### src/hw/rtl/assert_macros.svh
// assertion macros used by the top level rtl
// each macro expects clk and rst to be in scope
`ifndef ASSERT_MACROS_SVH
`define ASSERT_MACROS_SVH

// same-cycle implication
`define CHK_IMPLY(lbl, ante, cons, msg) \
  lbl: assert property (@(posedge clk) disable iff (rst) (ante) |-> (cons)) else $error(msg);

// next-cycle implication
`define CHK_NEXT(lbl, ante, cons, msg) \
  lbl: assert property (@(posedge clk) disable iff (rst) (ante) |=> (cons)) else $error(msg);

`endif

### src/hw/rtl/svps_pkg.sv
// types and constants for the stochastic volatility path step
// no dependencies
`default_nettype none

package svps_pkg;

  // field widths
  localparam int PRICE_W    = 41;
  localparam int VAR_W      = 32;
  localparam int VOL_W      = 31;
  localparam int STEP_W     = 16;
  localparam int NORMAL_W   = 16;
  localparam int CFG_IDX_W  = 3;
  localparam int CFG_DATA_W = 40;

  // register indexes
  localparam logic [CFG_IDX_W-1:0] REG_START_PRICE    = 3'd0;
  localparam logic [CFG_IDX_W-1:0] REG_START_VARIANCE = 3'd1;
  localparam logic [CFG_IDX_W-1:0] REG_REVERSION      = 3'd2;
  localparam logic [CFG_IDX_W-1:0] REG_LONG_RUN_VAR   = 3'd3;
  localparam logic [CFG_IDX_W-1:0] REG_VOL_OF_VOL     = 3'd4;
  localparam logic [CFG_IDX_W-1:0] REG_CORRELATION    = 3'd5;
  localparam logic [CFG_IDX_W-1:0] REG_NET_RATE       = 3'd6;
  localparam logic [CFG_IDX_W-1:0] REG_TIME_STEP      = 3'd7;

  // register reset values
  localparam logic [39:0]        RST_START_PRICE    = 40'd1677721600;
  localparam logic [30:0]        RST_START_VARIANCE = 31'd671089;
  localparam logic [30:0]        RST_REVERSION      = 31'd33554432;
  localparam logic [30:0]        RST_LONG_RUN_VAR   = 31'd671089;
  localparam logic [30:0]        RST_VOL_OF_VOL     = 31'd5033165;
  localparam logic signed [25:0] RST_CORRELATION    = -26'sd11744051;
  localparam logic signed [31:0] RST_NET_RATE       = 32'sd838861;
  localparam logic [24:0]        RST_TIME_STEP      = 25'd66577;

  // fixed point one and minus one
  localparam logic signed [25:0] RHO_MAX  = 26'sd16777216;
  localparam logic signed [25:0] RHO_MIN  = -26'sd16777216;
  localparam logic [24:0]        DT_MAX   = 25'd16777216;

  // saturation bounds on the 51-bit sum
  localparam logic signed [50:0] VAR_HI   = 51'sd2147483647;
  localparam logic signed [50:0] VAR_LO   = -51'sd2147483648;
  localparam logic signed [50:0] PRICE_HI = 51'sd1099511627775;
  localparam logic signed [50:0] PRICE_LO = -51'sd1099511627776;

  // shared unit sequencing
  localparam logic [4:0] MUL_LAST  = 5'd3;
  localparam logic [4:0] SQRT_LAST = 5'd29;

  typedef enum logic [4:0] {
    ST_IDLE,
    ST_RR,
    ST_RS,
    ST_RA,
    ST_RV,
    ST_W2A,
    ST_W2B,
    ST_DV1,
    ST_DV2,
    ST_NV1,
    ST_NV2,
    ST_NV3,
    ST_DS1,
    ST_DS2,
    ST_NS1,
    ST_NS2,
    ST_NS3,
    ST_VOL
  } state_t;

endpackage

`default_nettype wire

### src/hw/rtl/stochastic_volatility_path_step_top.sv
// heston euler-maruyama path step: one shared multiplier and one square root unit
// depends on svps_pkg and assert_macros.svh
//
// input channel: normal_a, normal_b, restart with in_valid / in_stall; a transaction
// moves one step request. output channel: price, variance, volatility, step_index
// with out_valid / out_stall, one result transaction per request.
// the result is loaded into the output register at the end of the final square
// root; restart adds one multiply and two extra square roots to the step.
// the block takes one request at a time; in_stall is high from acceptance until
// the result has been loaded into the output register, so the next request can
// enter the cycle after that. the step length is set by the 48x16 multiplier
// (12 or 13 rescaled products per step) and the one-bit-per-cycle square root
// (2 or 4 per step).
// the output register holds a result while out_stall is high; a finished step
// waits for it to empty, and a new request is taken while a result is waiting.
// reset (rst, synchronous) loads the register defaults, reloads price and
// variance from the start defaults and clears the roots and the step count, so
// steps before the first restart carry drift only.
// configuration is to be written through cfg_we / cfg_index / cfg_data only when idle; the block does not enforce this.
`default_nettype none

`include "assert_macros.svh"

module stochastic_volatility_path_step_top (
  input  wire logic                                   clk,
  input  wire logic                                   rst,
  input  wire logic                                   cfg_we,
  input  wire logic [svps_pkg::CFG_IDX_W-1:0]         cfg_index,
  input  wire logic [svps_pkg::CFG_DATA_W-1:0]        cfg_data,
  input  wire logic                                   in_valid,
  output logic                                        in_stall,
  input  wire logic signed [svps_pkg::NORMAL_W-1:0]   normal_a,
  input  wire logic signed [svps_pkg::NORMAL_W-1:0]   normal_b,
  input  wire logic                                   restart,
  output logic                                        out_valid,
  input  wire logic                                   out_stall,
  output logic signed [svps_pkg::PRICE_W-1:0]         price,
  output logic signed [svps_pkg::VAR_W-1:0]           variance,
  output logic [svps_pkg::VOL_W-1:0]                  volatility,
  output logic [svps_pkg::STEP_W-1:0]                 step_index
);
  import svps_pkg::*;

  // configuration registers
  logic [39:0]        start_price;
  logic [30:0]        start_variance;
  logic [30:0]        reversion_speed;
  logic [30:0]        long_run_variance;
  logic [30:0]        vol_of_vol;
  logic signed [25:0] correlation;
  logic signed [31:0] net_rate;
  logic [24:0]        time_step;

  // path state
  logic signed [40:0] price_reg;
  logic signed [31:0] variance_reg;
  logic [24:0]        root_step;
  logic [24:0]        root_anti;
  logic [15:0]        step_counter;
  logic [15:0]        step_counter_next;

  // per-step working registers
  logic signed [15:0] za;
  logic signed [15:0] zb;
  logic [27:0]        rootv;
  logic signed [17:0] w2;
  logic signed [48:0] tmp;
  logic signed [50:0] total;

  // sequencer
  state_t     state;
  state_t     state_next;
  logic [4:0] cnt;

  // shared multiplier
  logic [47:0]        mag_a;
  logic [31:0]        mag_b;
  logic               mneg;
  logic               msh12;
  logic [79:0]        acc;
  logic [15:0]        b_chunk;
  logic [63:0]        pp;
  logic [47:0]        res_mag;
  logic signed [48:0] mul_res;

  // shared square root
  logic [55:0] sq_x;
  logic [29:0] sq_rem;
  logic [27:0] sq_root;
  logic [31:0] sq_cand;
  logic [31:0] sq_trial;
  logic        sq_ge;

  // decoded control
  logic               is_mul;
  logic               is_sqrt;
  logic               sh12;
  logic signed [48:0] op_a;
  logic signed [32:0] op_b;
  logic [48:0]        abs_a;
  logic [32:0]        abs_b;
  logic [30:0]        sq_in;
  logic               op_last;
  logic               advance;
  logic               accept;

  // derived operands
  logic signed [25:0] rho_c;
  logic [24:0]        dtc;
  logic [30:0]        vpos;
  logic signed [32:0] diff;
  logic [24:0]        anti_in;
  logic signed [50:0] sum_next;
  logic signed [31:0] var_sat;
  logic signed [40:0] price_sat;

  assign accept   = in_valid && !in_stall;
  assign in_stall = (state != ST_IDLE);

  assign rho_c   = (correlation > RHO_MAX) ? RHO_MAX :
                   (correlation < RHO_MIN) ? RHO_MIN : correlation;
  assign dtc     = (time_step > DT_MAX) ? DT_MAX : time_step;
  assign vpos    = variance_reg[31] ? '0 : variance_reg[30:0];
  assign diff    = $signed({2'b00, long_run_variance}) - $signed({2'b00, vpos});
  assign anti_in = DT_MAX - tmp[24:0];

  assign step_counter_next = (step_counter == '1) ? step_counter : step_counter + 16'd1;

  // operand select and unit decode
  always_comb begin
    is_mul  = 1'b0;
    is_sqrt = 1'b0;
    sh12    = 1'b0;
    op_a    = '0;
    op_b    = '0;
    sq_in   = '0;
    unique case (state)
      ST_IDLE: ;
      ST_RR: begin
        is_mul = 1'b1;
        op_a   = 49'(rho_c);
        op_b   = 33'(rho_c);
      end
      ST_RS: begin
        is_sqrt = 1'b1;
        sq_in   = 31'(dtc);
      end
      ST_RA: begin
        is_sqrt = 1'b1;
        sq_in   = 31'(anti_in);
      end
      ST_RV: begin
        is_sqrt = 1'b1;
        sq_in   = vpos;
      end
      ST_W2A: begin
        is_mul = 1'b1;
        op_a   = 49'(rho_c);
        op_b   = 33'(za);
      end
      ST_W2B: begin
        is_mul = 1'b1;
        op_a   = 49'(root_anti);
        op_b   = 33'(zb);
      end
      ST_DV1: begin
        is_mul = 1'b1;
        op_a   = 49'(reversion_speed);
        op_b   = diff;
      end
      ST_DV2: begin
        is_mul = 1'b1;
        op_a   = tmp;
        op_b   = 33'(dtc);
      end
      ST_NV1: begin
        is_mul = 1'b1;
        op_a   = 49'(vol_of_vol);
        op_b   = 33'(rootv);
      end
      ST_NV2: begin
        is_mul = 1'b1;
        op_a   = tmp;
        op_b   = 33'(root_step);
      end
      ST_NV3: begin
        is_mul = 1'b1;
        sh12   = 1'b1;
        op_a   = tmp;
        op_b   = 33'(w2);
      end
      ST_DS1: begin
        is_mul = 1'b1;
        op_a   = 49'(price_reg);
        op_b   = 33'(net_rate);
      end
      ST_DS2: begin
        is_mul = 1'b1;
        op_a   = tmp;
        op_b   = 33'(dtc);
      end
      ST_NS1: begin
        is_mul = 1'b1;
        op_a   = 49'(price_reg);
        op_b   = 33'(rootv);
      end
      ST_NS2: begin
        is_mul = 1'b1;
        op_a   = tmp;
        op_b   = 33'(root_step);
      end
      ST_NS3: begin
        is_mul = 1'b1;
        sh12   = 1'b1;
        op_a   = tmp;
        op_b   = 33'(za);
      end
      ST_VOL: begin
        is_sqrt = 1'b1;
        sq_in   = variance_reg[31] ? '0 : variance_reg[30:0];
      end
    endcase
  end

  assign op_last = (is_mul && cnt == MUL_LAST) || (is_sqrt && cnt == SQRT_LAST);
  // the last step waits for the output register to be free
  assign advance = op_last && ((state != ST_VOL) || !out_valid || !out_stall);

  // next state
  always_comb begin
    state_next = state;
    unique case (state)
      ST_IDLE: if (accept) state_next = restart ? ST_RR : ST_RV;
      ST_RR:   if (advance) state_next = ST_RS;
      ST_RS:   if (advance) state_next = ST_RA;
      ST_RA:   if (advance) state_next = ST_RV;
      ST_RV:   if (advance) state_next = ST_W2A;
      ST_W2A:  if (advance) state_next = ST_W2B;
      ST_W2B:  if (advance) state_next = ST_DV1;
      ST_DV1:  if (advance) state_next = ST_DV2;
      ST_DV2:  if (advance) state_next = ST_NV1;
      ST_NV1:  if (advance) state_next = ST_NV2;
      ST_NV2:  if (advance) state_next = ST_NV3;
      ST_NV3:  if (advance) state_next = ST_DS1;
      ST_DS1:  if (advance) state_next = ST_DS2;
      ST_DS2:  if (advance) state_next = ST_NS1;
      ST_NS1:  if (advance) state_next = ST_NS2;
      ST_NS2:  if (advance) state_next = ST_NS3;
      ST_NS3:  if (advance) state_next = ST_VOL;
      ST_VOL:  if (advance) state_next = ST_IDLE;
    endcase
  end

  // multiplier datapath: sign-magnitude, two 16-bit chunks of b
  assign abs_a   = op_a[48] ? 49'(-op_a) : op_a;
  assign abs_b   = op_b[32] ? 33'(-op_b) : op_b;
  assign b_chunk = (cnt == 5'd1) ? mag_b[15:0] : mag_b[31:16];
  assign pp      = mag_a * b_chunk;
  assign res_mag = msh12 ? acc[12 +: 48] : acc[24 +: 48];
  assign mul_res = mneg ? -$signed({1'b0, res_mag}) : $signed({1'b0, res_mag});

  assign sum_next  = total + 51'(mul_res);
  assign var_sat   = (sum_next > VAR_HI) ? 32'(VAR_HI) :
                     (sum_next < VAR_LO) ? 32'(VAR_LO) : sum_next[31:0];
  assign price_sat = (sum_next > PRICE_HI) ? 41'(PRICE_HI) :
                     (sum_next < PRICE_LO) ? 41'(PRICE_LO) : sum_next[40:0];

  // square root datapath: one result bit per cycle
  assign sq_cand  = {sq_rem, sq_x[55:54]};
  assign sq_trial = {2'b00, sq_root, 2'b01};
  assign sq_ge    = (sq_cand >= sq_trial);

  always_ff @(posedge clk) begin
    if (is_mul) begin
      unique case (cnt)
        5'd0: begin
          mag_a <= abs_a[47:0];
          mag_b <= abs_b[31:0];
          mneg  <= op_a[48] ^ op_b[32];
          msh12 <= sh12;
          acc   <= sh12 ? (80'd1 << 11) : (80'd1 << 23);
        end
        5'd1: acc <= acc + {16'd0, pp};
        5'd2: acc <= acc + {pp, 16'd0};
        default: ;
      endcase
    end
    if (is_sqrt) begin
      if (cnt == 5'd0) begin
        sq_x    <= {1'b0, sq_in, 24'd0};
        sq_rem  <= '0;
        sq_root <= '0;
      end else if (cnt != SQRT_LAST) begin
        sq_x    <= {sq_x[53:0], 2'b00};
        sq_rem  <= sq_ge ? 30'(sq_cand - sq_trial) : sq_cand[29:0];
        sq_root <= {sq_root[26:0], sq_ge};
      end
    end
  end

  // working registers: normals captured on acceptance, results written at the end of an operation
  always_ff @(posedge clk) begin
    if (accept) begin
      za <= normal_a;
      zb <= normal_b;
    end
    if (advance) begin
      unique case (state)
        ST_RR, ST_DV1, ST_NV1, ST_NV2, ST_DS1, ST_NS1, ST_NS2: tmp <= mul_res;
        ST_RV:  rootv <= sq_root;
        ST_W2A: w2 <= mul_res[17:0];
        ST_W2B: w2 <= w2 + mul_res[17:0];
        ST_DV2: total <= 51'(variance_reg) + 51'(mul_res);
        ST_DS2: total <= 51'(price_reg) + 51'(mul_res);
        default: ;
      endcase
    end
  end

  // control, configuration and path state
  always_ff @(posedge clk) begin
    if (rst) begin
      state             <= ST_IDLE;
      cnt               <= '0;
      out_valid         <= 1'b0;
      start_price       <= RST_START_PRICE;
      start_variance    <= RST_START_VARIANCE;
      reversion_speed   <= RST_REVERSION;
      long_run_variance <= RST_LONG_RUN_VAR;
      vol_of_vol        <= RST_VOL_OF_VOL;
      correlation       <= RST_CORRELATION;
      net_rate          <= RST_NET_RATE;
      time_step         <= RST_TIME_STEP;
      price_reg         <= 41'(RST_START_PRICE);
      variance_reg      <= 32'(RST_START_VARIANCE);
      root_step         <= '0;
      root_anti         <= '0;
      step_counter      <= '0;
    end else begin
      state <= state_next;
      if (state == ST_IDLE || advance) begin
        cnt <= '0;
      end else if (!op_last) begin
        cnt <= cnt + 5'd1;
      end

      if (cfg_we) begin
        unique case (cfg_index)
          REG_START_PRICE:    start_price       <= cfg_data[39:0];
          REG_START_VARIANCE: start_variance    <= cfg_data[30:0];
          REG_REVERSION:      reversion_speed   <= cfg_data[30:0];
          REG_LONG_RUN_VAR:   long_run_variance <= cfg_data[30:0];
          REG_VOL_OF_VOL:     vol_of_vol        <= cfg_data[30:0];
          REG_CORRELATION:    correlation       <= cfg_data[25:0];
          REG_NET_RATE:       net_rate          <= cfg_data[31:0];
          REG_TIME_STEP:      time_step         <= cfg_data[24:0];
        endcase
      end

      if (accept && restart) begin
        price_reg    <= 41'(start_price);
        variance_reg <= 32'(start_variance);
        step_counter <= '0;
      end

      if (advance) begin
        unique case (state)
          ST_RS:  root_step <= sq_root[24:0];
          ST_RA:  root_anti <= sq_root[24:0];
          ST_NV3: variance_reg <= var_sat;
          ST_NS3: price_reg <= price_sat;
          ST_VOL: step_counter <= step_counter_next;
          default: ;
        endcase
      end

      if (advance && state == ST_VOL) begin
        out_valid <= 1'b1;
      end else if (out_valid && !out_stall) begin
        out_valid <= 1'b0;
      end
    end
  end

  // output payload
  always_ff @(posedge clk) begin
    if (advance && state == ST_VOL) begin
      price      <= price_reg;
      variance   <= variance_reg;
      volatility <= 31'(sq_root);
      step_index <= step_counter_next;
    end
  end

  `CHK_NEXT(a_busy_after_accept, accept, state != ST_IDLE, "not busy after input transaction")
  `CHK_IMPLY(a_mul_cnt, is_mul, cnt <= MUL_LAST, "multiplier phase out of range")
  `CHK_IMPLY(a_sqrt_cnt, is_sqrt, cnt <= SQRT_LAST, "square root phase out of range")
  `CHK_IMPLY(a_neg_var_vol, out_valid && variance[31], volatility == '0, "volatility of negative variance")
  `CHK_IMPLY(a_out_from_vol, $rose(out_valid), $past(state) == ST_VOL, "result outside final step")

endmodule

`default_nettype wire

### config.mk
export PLATFORM = sky130hd
export DESIGN_NAME = stochastic_volatility_path_step_top
export DESIGN_NICKNAME = d
export VERILOG_FILES = /design/src/hw/rtl/svps_pkg.sv /design/src/hw/rtl/stochastic_volatility_path_step_top.sv
export VERILOG_INCLUDE_DIRS = /design/src /design/src/hw/rtl
export SDC_FILE = /design/constraint.sdc
export NUM_CORES = 2
export LEC_CHECK = 0
export ABC_AREA = 1
export ABC_CLOCK_PERIOD_IN_PS = 9400
export BUFFER_PORTS_ARGS = -buffer_cell sky130_fd_sc_hd__buf_2
export CAP_MARGIN = 30
export CORE_MARGIN = 1
export CORE_UTILIZATION = 35
export DETAILED_ROUTE_END_ITERATION = 8
export HOLD_SLACK_MARGIN = 0.15
export PLACE_DENSITY = 0.49
export SETUP_SLACK_MARGIN = 0.02
export SYNTH_ARGS = -nofsm -noshare
export SYNTH_HDL_FRONTEND = slang
export SYNTH_SLANG_ARGS = --single-unit
### constraint.sdc
create_clock -name clk -period 9.4 [get_ports clk]
set_input_delay 1.88 -clock clk [delete_from_list [all_inputs] [get_ports clk]]
set_output_delay 1.88 -clock clk [all_outputs]
set_load 0.01 [all_outputs]
==> metrics.log <==
[metrics] area of the mapped netlist: 85890 sq um
[metrics] Critical Path Sink: acc[70]
[metrics] TritonCTS clock tree: done
[metrics] Slew Limit Fails: 0
[metrics] kind of start point of the critical path: register
[metrics] number of instances in the synthesized netlist: 11740
[metrics] crit path max-delay cell type: sky130_fd_sc_hd__fa_1
[metrics] Placer Congestion: 1.015
[metrics] residual overflow from global routing: 0
[metrics] Boundary Pins: 203
[metrics] number of synthesized flops with an enable pin: 538
[metrics] crit path max fanout: 10
[metrics] Bufs on Longest Clock Path: 3
[metrics] cell count after placement: 15650
[metrics] number of iterations in the first detailed-routing pass: 6
[metrics] number of fill cells in the layout: 25200
[metrics] count of vias placed by the detailed router: 85100
[metrics] status: completed
[metrics] total of endpoints with negative setup slack in the final report: 0
[metrics] drt initial violations: 7799
[metrics] CTS Root Buffer Type: sky130_fd_sc_hd__clkbuf_16
[metrics] worst r2r dst: acc[70]
[metrics] peak clock frequency supported by timing: 108.2 MHz
[metrics] Yosys top cell area share: 0.1881
[metrics] row count: 181
[metrics] number of sinks on the clock net: 935
[metrics] area of the die: 247400 sq um
[metrics] number of distinct library cells after synthesis: 66
[metrics] RSZ-0062 raised after global routing: true
[metrics] Synth Area per Inst: 7.319 sq um
[metrics] All-Layer GR Usage: 0.3136
[metrics] DRC violation count after routing: 0
[metrics] largest area contributor in the netlist: sky130_fd_sc_hd__edfxtp_1
[metrics] drt total wl: 398.1 mm
[metrics] total number of yosys warnings: 0
[metrics] final hold vios: 0
[metrics] source of the worst register-to-register timing path: cnt[1]
[metrics] cell types with the largest area share after synthesis: sky130_fd_sc_hd__edfxtp_1 (19%), sky130_fd_sc_hd__fa_1 (15%), sky130_fd_sc_hd__nand2_1 (12%), sky130_fd_sc_hd__dfxtp_1 (9.3%), sky130_fd_sc_hd__inv_1 (8.2%)
[metrics] fin crit period: 9245 ps
[metrics] maximum number of pins on one net before global-route repair: 168
[metrics] clock network latency to the later pin of the worst-skew pair: 800 ps
[metrics] detailed-route vias per instance: 5.346
[metrics] count of maximum capacitance violations: 0
[metrics] floorplan die height: 497.4 um
[metrics] clock slew seen by the registers of the worst setup and hold paths: 60 ps
[metrics] count of input and output buffers: 199
[metrics] fraction of layout instances using a drive strength above 1: 0.1478
[metrics] area added between synthesis and finish: 20.37%
[metrics] primary flip-flop cell chosen by synthesis mapping: sky130_fd_sc_hd__edfxtp_1
[metrics] initial standard-cell utilization of the core: 0.3525
[metrics] Worst-Margin Slew: 1119 ps
[metrics] worst min-delay path category: reg -> reg
[metrics] list of most frequent post-synthesis cells: sky130_fd_sc_hd__nand2_1 (2722), sky130_fd_sc_hd__inv_1 (1872), sky130_fd_sc_hd__nor2_1 (1422)
[metrics] sum of net half-perimeters after detailed placement: 319.2 mm
[metrics] Top cell by count, worst path: sky130_fd_sc_hd__inv_1
[metrics] crit-path max cell delay: 620 ps
[metrics] core area: 243700 sq um
[metrics] most frequent cell after synthesis: sky130_fd_sc_hd__nand2_1
[metrics] hold_buf cts: 0
[metrics] setup tns final: 0 ps
[metrics] antenna violations before repair: 17
[metrics] number of global-route vias before repair: 83840
[metrics] Reg2Reg Depth: 48
[metrics] setup slack, reg-to-reg: 160 ps
[metrics] CP Launch Point: cnt[1]
[metrics] data required time of the critical path: 9930 ps
[metrics] share of the clock period used by the worst path after layout: 0.9835
[metrics] number of clock buffers inserted by TritonCTS: 112
[metrics] type of element capturing the critical path: register
[metrics] Worst Path Arrival: 9770 ps
[metrics] worst max-slew margin expressed relative to the limit: 0.2489
[metrics] H-tree depth reported by CTS: 3
[metrics] first-pass GRT wire length: 570.6 mm
[metrics] type of the worst setup path: reg -> reg
[metrics] share of synthesized area occupied by flip-flops and latches: 0.2806
[metrics] detailed-route wire length per cell: 25.01 um
[metrics] non-filler instance count after layout: 15920
[metrics] flip-flop count of the largest register after layout: 82
[metrics] worst clock skew on the final layout: 55.69 ps
[metrics] Total Nets Final: 13790
[metrics] share of flip-flops with an asynchronous set or reset: 0
[metrics] count of antenna-violating nets left after detailed routing: 0
[metrics] die width: 497.4 um
[metrics] number of synthesized register bits: 935
==> layout make-up <==
type                            instances  area [sq um]  area share
Multi-Input combinational cell       8500         55190      0.5338
Sequential cell                       935         24100      0.2331
Timing Repair Buffer                 1161          8964     0.08670
Inverter                             1902          7167     0.06932
Tap cell                             3202          4006     0.03875
Clock buffer                          152          3119     0.03017
Clock inverter                         61         820.8    0.007939
Antenna cell                            5         12.51   0.0001210
==> layout by cell type, fill, tap and decap left out, types with 22 or more instances in the layout <==
master | synthesis | routed
sky130_fd_sc_hd__o21ai_0 | 868 | 787
sky130_fd_sc_hd__nand2_2 | 12 | 42
sky130_fd_sc_hd__o21ai_2 | 1 | 33
sky130_fd_sc_hd__buf_2 | 32 | 199
sky130_fd_sc_hd__nor4_1 | 40 | 31
sky130_fd_sc_hd__edfxtp_1 | 538 | 538
sky130_fd_sc_hd__fa_1 | 648 | 626
sky130_fd_sc_hd__nand3_1 | 468 | 452
sky130_fd_sc_hd__inv_1 | 1872 | 1851
sky130_fd_sc_hd__a21o_1 | 44 | 44
sky130_fd_sc_hd__o21ai_1 | 21 | 66
sky130_fd_sc_hd__a21oi_1 | 781 | 709
sky130_fd_sc_hd__fa_2 | 0 | 22
sky130_fd_sc_hd__a21oi_2 | 14 | 81
sky130_fd_sc_hd__buf_4 | 3 | 893
sky130_fd_sc_hd__a31oi_1 | 101 | 79
sky130_fd_sc_hd__nor2_2 | 12 | 79
sky130_fd_sc_hd__buf_12 | 0 | 35
sky130_fd_sc_hd__xor2_1 | 180 | 164
sky130_fd_sc_hd__o21a_1 | 24 | 24
sky130_fd_sc_hd__nor2_1 | 1422 | 1341
sky130_fd_sc_hd__nor3_1 | 98 | 92
sky130_fd_sc_hd__o211ai_1 | 96 | 96
sky130_fd_sc_hd__nand4_1 | 126 | 126
sky130_fd_sc_hd__ha_4 | 0 | 35
sky130_fd_sc_hd__inv_2 | 15 | 32
sky130_fd_sc_hd__dfxtp_1 | 397 | 397
sky130_fd_sc_hd__clkbuf_16 | 0 | 120
sky130_fd_sc_hd__nand2_1 | 2722 | 2688
sky130_fd_sc_hd__or2_2 | 51 | 50
sky130_fd_sc_hd__xnor2_1 | 124 | 115
sky130_fd_sc_hd__ha_1 | 447 | 401
sky130_fd_sc_hd__nand3b_1 | 25 | 25
sky130_fd_sc_hd__clkbuf_1 | 321 | 25
==> worst min path at each step <==
stage	from	end	slack, ps	cells after the start
after floorplan	variance_reg[0]	variance[0]	410	0
after global placement	root_step[1]	root_step[1]	430	2
after detailed placement	root_step[14]	root_step[14]	440	2
after CTS	root_step[14]	root_step[14]	450	2
after global routing	start_price[21]	start_price[21]	460	2
final	root_step[14]	root_step[14]	450	2
==> cell families (layout without fill, tap and decap cells) <==
group | after synthesis | count (layout) | synth area share
buffers and inverters | 2303 | 3276 | 0.1017
xor gates and xnor gates | 304 | 304 | 0.03100
DFF | 935 | 935 | 0.2806
adders and majority gates | 1095 | 1095 | 0.2162
other | 1 | 8 | 0.00004366
and+or+nand+nor | 4999 | 5000 | 0.2361
AOI/OAI and AO/OA | 2098 | 2098 | 0.1343
==> worst max-delay path: cells and delay by family, from the launching register on <==
family,cells,cell delay (ps)
adders and majority gates,9,3940
DFF,1,320
AOI/OAI and AO/OA,8,1090
xor gates and xnor gates,1,190
and+or+nand+nor,12,1570
buffers and inverters,18,1890
==> metal layers <==
layer  vias up  wire, um  global-route usage
met5         -        83                   0
met4        12     23440              0.1531
met3       808     27090             0.04114
met2      3366    181400              0.5151
met1     41470    166100              0.4050
li1      39440         -                   -
==> stage by stage <==
step | utilization | worst slack [ps] | area (sq um) | hold WS [ps]
global route | 0.4242 | -250.7 | 103400 | 464.7
detailed placement | 0.3973 | -690.2 | 96810 | 440.6
finish | 0.4243 | 155.4 | 103400 | 447.2
global placement | 0.3967 | -743.6 | 96670 | 433.8
floorplan | - | 628.0 | 85890 | 408.2
CTS | 0.4156 | 21.51 | 101300 | 450.8
==> timing repair <==
item / CTS / global route
endpoints found under the hold margin: 0 / 0
pin swaps: 21 / 69
endpoints found under the setup margin: 40 / 46
cloned: 2 / 6
setup buffers: 12 / 27
resized for setup: 102 / 436
Power is not shown: default switching activity piles up to over one toggle a cycle in this logic, so the estimate is an artifact.
